### config.mk
export PLATFORM = sky130hd
export DESIGN_NAME = k_best_min_tracker
export DESIGN_NICKNAME = d
export VERILOG_FILES = /design/src/rtl/kbmt_pkg.sv /design/src/rtl/k_best_min_tracker.sv
export SDC_FILE = /design/constraint.sdc
export NUM_CORES = 2
export LEC_CHECK = 0
export BUFFER_PORTS_ARGS = -buffer_cell sky130_fd_sc_hd__buf_2
export CAP_MARGIN = 0
export CORE_MARGIN = 4
export CORE_UTILIZATION = 64
export DETAILED_ROUTE_END_ITERATION = 6
export HOLD_SLACK_MARGIN = 0.08
export PLACE_DENSITY_LB_ADDON = 0.1
export REMOVE_ABC_BUFFERS = 1
export SYNTH_ARGS = -nofsm -noshare
export SYNTH_HDL_FRONTEND = slang
export SYNTH_SLANG_ARGS = --single-unit
export TNS_END_PERCENT = 50
### constraint.sdc
create_clock -name clk_i -period 13.2 [get_ports clk_i]
set_clock_uncertainty 0.2 [all_clocks]
set_input_delay 0 -clock clk_i [delete_from_list [all_inputs] [get_ports clk_i]]
set_output_delay 0 -clock clk_i [all_outputs]
set_load 0.03 [all_outputs]
### src/rtl/kbmt_pkg.sv
// Package for the k-best minimum tracker.
// Holds field widths, register indexes, reset values and the transaction structs.
// No dependencies.
package kbmt_pkg;

  localparam int SampleBits = 48;
  localparam int CountBits  = 8;
  localparam int KBestBits  = 4;
  localparam int MaxBits    = 8;
  localparam int EpsBits    = 16;
  localparam int CfgIdxBits = 2;

  localparam int KMaxDefault = 8;

  localparam logic [CfgIdxBits-1:0] CfgKBest      = 2'd0;
  localparam logic [CfgIdxBits-1:0] CfgMaxSamples = 2'd1;
  localparam logic [CfgIdxBits-1:0] CfgEpsilon    = 2'd2;

  localparam logic [KBestBits-1:0] KBestReset      = 4'd3;
  localparam logic [MaxBits-1:0]   MaxSamplesReset = 8'd20;
  localparam logic [EpsBits-1:0]   EpsilonReset    = 16'd655;

  localparam logic [CountBits-1:0] CountMax = 8'd255;

  typedef struct packed {
    logic [SampleBits-1:0] sample_cycles;
    logic                  first_sample;
  } kbmt_in_t;

  typedef struct packed {
    logic [SampleBits-1:0] best_value;
    logic [SampleBits-1:0] kth_value;
    logic [CountBits-1:0]  count;
    logic                  converged;
    logic                  done_res;
  } kbmt_out_t;

endpackage

### src/rtl/k_best_min_tracker.sv
// Top level of the k-best minimum tracker: sorted store, sequencer, tolerance check.
// Depends on kbmt_pkg.
//
// Keeps the k smallest cycle-count samples of a measurement in a small sorted store and
// returns one result per sample: best value, k-th best value, sample count, converged and
// done. The store is a single-read-port memory, so a new or replacing entry moves into
// place one entry per cycle. A sample that is not kept goes through the k-th compare, the
// best read, the k-th read and the finish step before its result is registered; a kept
// sample is first moved into place in the store. The input is ready again in the cycle
// the result appears. One sample is worked on at a time; a finished result waits in an
// output register while the next sample is taken, and the following result stalls in its
// last step for as long as that register is still held.
module k_best_min_tracker #(
  parameter int K_MAX = kbmt_pkg::KMaxDefault
) (
  input  logic                                clk_i,
  input  logic                                rst_ni,
  input  logic                                in_valid_i,
  output logic                                in_ready_o,
  input  kbmt_pkg::kbmt_in_t                  in_data_i,
  output logic                                out_valid_o,
  input  logic                                out_ready_i,
  output kbmt_pkg::kbmt_out_t                 out_data_o,
  input  logic                                cfg_valid_i,
  output logic                                cfg_ready_o,
  input  logic [kbmt_pkg::CfgIdxBits-1:0]     cfg_index_i,
  input  logic [kbmt_pkg::EpsBits-1:0]        cfg_data_i
);
  import kbmt_pkg::*;

  localparam int KW = (K_MAX > 1) ? $clog2(K_MAX) : 1;
  localparam int PW = SampleBits + EpsBits;

  localparam logic [2:0] StIdle    = 3'd0;
  localparam logic [2:0] StCmpKth  = 3'd1;
  localparam logic [2:0] StWalk    = 3'd2;
  localparam logic [2:0] StPlace   = 3'd3;
  localparam logic [2:0] StRdBest  = 3'd4;
  localparam logic [2:0] StRdKth   = 3'd5;
  localparam logic [2:0] StFinish  = 3'd6;

  logic [2:0]            state_q, state_d;
  logic [KBestBits-1:0]  cfg_kbest_q;
  logic [MaxBits-1:0]    cfg_max_q;
  logic [EpsBits-1:0]    cfg_eps_q;
  logic [CountBits-1:0]  count_q, count_d;
  logic [CountBits-1:0]  k_q, k_d;
  logic [KW-1:0]         pos_q, pos_d;
  logic [SampleBits-1:0] val_q, val_d;
  logic [SampleBits-1:0] best_q, best_d;
  logic [PW-1:0]         prod_q, prod_d;
  logic                  out_valid_q, out_valid_d;
  kbmt_out_t             out_data_q, out_data_d;

  logic [SampleBits-1:0] mem_q [K_MAX];
  logic [SampleBits-1:0] rdata_q;
  logic [KW-1:0]         rd_addr;
  logic                  wr_en;
  logic [KW-1:0]         wr_addr;
  logic [SampleBits-1:0] wr_data;

  logic                  in_fire;
  logic [CountBits-1:0]  k_eff;
  logic [CountBits-1:0]  cnt_pre;
  logic [KW-1:0]         pos_in;
  logic [SampleBits-1:0] scale;
  logic [SampleBits-1:0] diff;
  logic                  have_k;
  logic                  conv;
  logic                  emit;

  assign in_ready_o  = (state_q == StIdle);
  assign cfg_ready_o = 1'b1;
  assign in_fire     = in_valid_i && in_ready_o;
  assign out_valid_o = out_valid_q;
  assign out_data_o  = out_data_q;

  always_comb begin
    priority if (cfg_kbest_q == '0) begin
      k_eff = CountBits'(1);
    end else if (int'(cfg_kbest_q) > K_MAX) begin
      k_eff = CountBits'(K_MAX);
    end else begin
      k_eff = CountBits'(cfg_kbest_q);
    end
  end

  assign cnt_pre = in_data_i.first_sample ? '0 : count_q;
  assign pos_in  = cnt_pre[KW-1:0];

  assign prod_d = (state_q == StRdKth) ?
                  {{EpsBits{1'b0}}, rdata_q} * {{SampleBits{1'b0}}, cfg_eps_q} : prod_q;
  assign scale  = prod_q[PW-1:EpsBits];
  assign diff   = rdata_q - best_q;
  assign have_k = (count_q >= k_q);
  assign conv   = have_k && ((rdata_q <= best_q) || (scale >= diff));
  assign emit   = (state_q == StFinish) && (!out_valid_q || out_ready_i);

  always_comb begin
    state_d     = state_q;
    count_d     = count_q;
    k_d         = k_q;
    pos_d       = pos_q;
    val_d       = val_q;
    best_d      = best_q;
    rd_addr     = '0;
    wr_en       = 1'b0;
    wr_addr     = pos_q;
    wr_data     = val_q;
    out_valid_d = out_valid_q && !out_ready_i;
    out_data_d  = out_data_q;

    unique case (state_q)
      StIdle: begin
        if (in_fire) begin
          val_d   = in_data_i.sample_cycles;
          k_d     = k_eff;
          count_d = (cnt_pre == CountMax) ? cnt_pre : cnt_pre + CountBits'(1);
          if (cnt_pre < k_eff) begin
            pos_d   = pos_in;
            rd_addr = pos_in - KW'(1);
            state_d = (pos_in == '0) ? StPlace : StWalk;
          end else begin
            rd_addr = KW'(k_eff - CountBits'(1));
            state_d = StCmpKth;
          end
        end
      end
      StCmpKth: begin
        if (val_q < rdata_q) begin
          pos_d   = KW'(k_q - CountBits'(1));
          rd_addr = KW'(k_q - CountBits'(2));
          state_d = (k_q == CountBits'(1)) ? StPlace : StWalk;
        end else begin
          state_d = StRdBest;
        end
      end
      StWalk: begin
        rd_addr = pos_q - KW'(2);
        if (rdata_q > val_q) begin
          wr_en   = 1'b1;
          wr_data = rdata_q;
          pos_d   = pos_q - KW'(1);
          state_d = (pos_q == KW'(1)) ? StPlace : StWalk;
        end else begin
          state_d = StPlace;
        end
      end
      StPlace: begin
        wr_en   = 1'b1;
        state_d = StRdBest;
      end
      StRdBest: begin
        rd_addr = '0;
        state_d = StRdKth;
      end
      StRdKth: begin
        rd_addr = KW'(k_q - CountBits'(1));
        best_d  = rdata_q;
        state_d = StFinish;
      end
      StFinish: begin
        rd_addr = KW'(k_q - CountBits'(1));
        if (emit) begin
          out_valid_d           = 1'b1;
          out_data_d.best_value = best_q;
          out_data_d.kth_value  = have_k ? rdata_q : '0;
          out_data_d.count      = count_q;
          out_data_d.converged  = conv;
          out_data_d.done_res   = conv || (count_q >= cfg_max_q);
          state_d               = StIdle;
        end
      end
      default: begin
        state_d = StIdle;
      end
    endcase
  end

  always_ff @(posedge clk_i or negedge rst_ni) begin
    if (!rst_ni) begin
      state_q     <= StIdle;
      count_q     <= '0;
      out_valid_q <= 1'b0;
      cfg_kbest_q <= KBestReset;
      cfg_max_q   <= MaxSamplesReset;
      cfg_eps_q   <= EpsilonReset;
    end else begin
      state_q     <= state_d;
      count_q     <= count_d;
      out_valid_q <= out_valid_d;
      if (cfg_valid_i && cfg_ready_o) begin
        unique case (cfg_index_i)
          CfgKBest:      cfg_kbest_q <= cfg_data_i[KBestBits-1:0];
          CfgMaxSamples: cfg_max_q   <= cfg_data_i[MaxBits-1:0];
          CfgEpsilon:    cfg_eps_q   <= cfg_data_i;
          default: begin
          end
        endcase
      end
    end
  end

  always_ff @(posedge clk_i) begin
    k_q        <= k_d;
    pos_q      <= pos_d;
    val_q      <= val_d;
    best_q     <= best_d;
    prod_q     <= prod_d;
    out_data_q <= out_data_d;
  end

  always_ff @(posedge clk_i) begin
    if (wr_en) begin
      mem_q[wr_addr] <= wr_data;
    end
    rdata_q <= mem_q[rd_addr];
  end

  a_walk_pos_nonzero: assert property (@(posedge clk_i) disable iff (!rst_ni)
    state_q == StWalk |-> pos_q != '0)
    else $error("store walk entered at entry zero");

  a_walk_pos_in_k: assert property (@(posedge clk_i) disable iff (!rst_ni)
    state_q == StWalk |-> CountBits'(pos_q) < k_q)
    else $error("store walk position beyond k");

  a_count_after_accept: assert property (@(posedge clk_i) disable iff (!rst_ni)
    in_fire |=> count_q != '0)
    else $error("sample count zero after transaction");

  a_conv_done: assert property (@(posedge clk_i) disable iff (!rst_ni)
    out_valid_o && out_data_o.converged |-> out_data_o.done_res)
    else $error("converged result not marked done");

endmodule
==> flow_summary.toml <==
[route]
drcViolationCount = 0
drt_pass1_iterations = 5
vias_per_cell = 5.77
routed_wl_um = 134000
vias = 36533
drtIter0Drc = 2600
wl_per_cell_um = 21.1
drtAntennaViolNets = 0

[cells_and_area]
seq_area_um2 = 21200
multi_input_area_um2 = 30000
utilization = 0.720
n_antenna_cell = 0
drive_above_1_share = 0.0962
area_delta_synth_final_pct = 11.1
nets = 6139
instances_no_fill = 6332
fill_cells = 6105
design_area_um2 = 61500

[critical_path]
critPathMaxFanout = 33
crit_type = "flip-flop to flip-flop"
startpoint_type = "flip-flop"
reg2regPathDepth = 25
cp.required_ns = 13.38
regToRegSetupSlack_ns = 4.81
crit_path_end_kind = "flip-flop"
r2r_start = "cfg_eps_q[1]$_DFFE_PN1P_"
reg2reg_to = "prod_q[59]$_DFFE_PN_"
crit_arrival_ns = 8.56

[floorplanning]
core_area_um2 = 85400
num_rows = 107
dieArea_um2 = 91200
ios = 181
die-width_um = 302
die_y_um = 302
start_util = 0.648

[global_routing]
grt_pass1_vias = 38955
antenna_found_initial = 0
grt_max_degree = 145
grt_first_pass_wirelength_um = 213000
grt_use_total = 0.303
grt.overflow.total = 0

[clocking]
htreeDepth = 3
cts-resized-gates = 0
cts.sinks = 729
cts_buffer_depth = 3
cts_buffers = 80
cts_tree = "done"
cts_setup_buffers = 0
cts_root_buf = "clkbuf_16"
clkTransAtPathRegs_ns = 0.06
insertion_delay_ns = 0.66

[flow_run]
drv_cap = 0

[timing]
finalSetupViolations = 0
hold_violations = 0
drv_slew = 0
tightest_slew_ns = 1.28
fin_crit_ns = 8.39
timing.final.ws_setup_ns = 4.81
relSlewSlack = 0.148
fmax_ghz = 0.119
grt_setup_unrepaired = "false"
finalCritPeriodShare = 0.635

[min_path]
hold_start = "in_data_i[0]"
hp-class = "primary input to flip-flop"
whs_path_depth = 5
min_to = "count_q[0]$_DFFE_PN0P_"

[place]
gp_congestion = 0.915
post-dp-hpwl_um = 85800
place_area_um2 = 57300
post-place-ws_ns = 4.94
numPortBuffers = 179
dp.cells = 6037

[outcome]
status = "finished, final reports clean"

[logic_synthesis]
synth.yosys.seq_area_share = 0.384
synth_compound_area_frac = 0.0547
synth-simple-area-share = 0.101
synth-seq-cells = 729
synth-async-reset-ratio = 0.0549
synth.distinct_cells = 83
yosys.area_share.xor_xnor = 0.0155
syn_area_per_cell_um2 = 11.4
synthAdderAreaFrac = 0.301
syn-cell-area_um2 = 55300
synth_edf_count = 641
synth_top_family_by_area = "adder cells"
synthMuxAreaShare = 0.0681
ys_warn_count = 0
ys.flop_type = "edfxtp_1"
syn_inst = 4861
==> cell families after synthesis <==
kind of cell / Yosys count
AOI/OAI and AO/OA: 473
xor gates and xnor gates: 98
adders and majority gates: 945
buffers and inverters: 1071
DFF: 729
muxes: 367
other: 1
and+or+nand+nor: 1177
==> critical path: stages (launching register included) <==
cell and delay [ns]:
dfstp_2 0.73, buf_4 0.49, nand2_1 0.16, fa_1 0.55, inv_1 0.06, fa_1 0.53, inv_1 0.05, fa_1 0.50
inv_1 0.06, fa_1 0.48, fa_1 0.49, inv_1 0.05, fa_1 0.47, inv_1 0.04, ha_1 0.39, a21oi_1 0.22
o21ai_0 0.13, a21oi_1 0.27, nand3_1 0.13, nor3_1 0.76, o31ai_4 0.18, a22oi_2 0.36, o21ba_2 0.27, a21oi_2 0.10
o31ai_1 0.31, xnor2_1 0.10
==> layer usage <==
metal	vias to the layer above	global-route usage	routed length (µm)
met3	349	0.0440	9090
met4	0	0.114	5570
met5	-	0	0
li1	16287	-	-
met2	1426	0.524	66900
met1	18471	0.392	52100
==> worst max-delay path by stage <==
| stage | from | endpoint | depth (start not counted) |
|---|---|---|---|
| final | cfg_eps_q[1]$_DFFE_PN1P_ | prod_q[59]$_DFFE_PN_ | 25 |
| after global routing | cfg_eps_q[1]$_DFFE_PN1P_ | prod_q[59]$_DFFE_PN_ | 25 |
| after CTS | cfg_eps_q[1]$_DFFE_PN1P_ | prod_q[59]$_DFFE_PN_ | 25 |
| after detailed placement | cfg_eps_q[1]$_DFFE_PN1P_ | prod_q[59]$_DFFE_PN_ | 25 |
| after global placement | cfg_eps_q[1]$_DFFE_PN1P_ | prod_q[59]$_DFFE_PN_ | 25 |
| after floorplan | state_q[2]$_DFFE_PN0P_ | rdata_q[0]$_DFF_P_ | 10 |
==> metrics by stage <==
step / hold WS (ns) / TNS, ns
after global routing: 0.219 / 0
final: 0.176 / 0
after floorplan: -0.496 / -103.57
after CTS: 0.121 / 0
after detailed placement: -0.0232 / 0
after global placement: -0.0257 / 0
==> registers in the layout, indices dropped and copies added (netlist names) <==
| name | cells |
|---|---|
| cfg_max_q | 8 |
| rdata_q | 48 |
| val_q | 48 |
| cfg_kbest_q | 4 |
| out_data_o | 106 |
| prod_q | 48 |
| mem_q | 384 |
| pos_q | 3 |
| best_q | 48 |
| count_q | 8 |
| k_q | 4 |
| cfg_eps_q | 16 |
| out_valid_o | 1 |
| state_q | 3 |
==> placed cells by master, fill, tap and decap left out, types with 12 or more instances in the layout <==
cell,n
dfxtp_1,48
nand2b_1,23
dfrtp_1,28
nand2_1,638
xnor2_1,60
fa_1,642
and2_1,264
nand4_1,45
o21bai_1,17
nand3_1,18
mux2i_1,290
ha_1,303
a21oi_1,127
o21ai_0,108
nor2b_1,65
nor2_1,56
edfxtp_1,641
xor2_1,38
a21o_1,95
buf_2,179
inv_1,841
dlygate4sd3_1,146
clkbuf_1,28
o21a_1,12
buf_4,80
mux2_2,77
clkbuf_16,81
a211oi_1,15
and3_1,13
==> synth_stat cells, drive strengths merged (10+ instances only) <==
cell type	count	area (µm²)
dfxtp	48	961
nand3	18	90.1
dfstp	10	263
buf	47	352
o21bai	17	128
mux2	77	867
nand2b	23	144
inv	842	3160
o21ai	120	604
and3	14	87.6
and2	268	1680
mux2i	290	2900
fa	642	12900
a21oi	129	649
nand2	639	2400
o21a	12	90.1
a21o	95	713
a211oi	16	125
a31oi	10	62.6
clkbuf	181	681
ha	303	3790
edfxtp	641	19200
nor2	61	229
nor2b	65	407
nand4	45	282
dfrtp	30	751
nor3	11	55.1
xor2	38	333
o31ai	11	96.3
xnor2	60	526
==> area by class of cell <==
class | instances | area share
repair buffers | 407 | 0.0488
flip-flops and latches | 729 | 0.345
multi-input cells | 3061 | 0.488
clock inverters | 30 | 0.00651
well taps | 1144 | 0.0233
clock buffers | 118 | 0.0367
inverters | 843 | 0.0515
==> timing repair <==
item	in CTS	in global routing
hold endpoints to repair	155	0
endpoints found under the setup margin	0	0
hold buffers	147	0
Power is not shown: default switching activity piles up to over one toggle a cycle in this logic, so the estimate is an artifact.
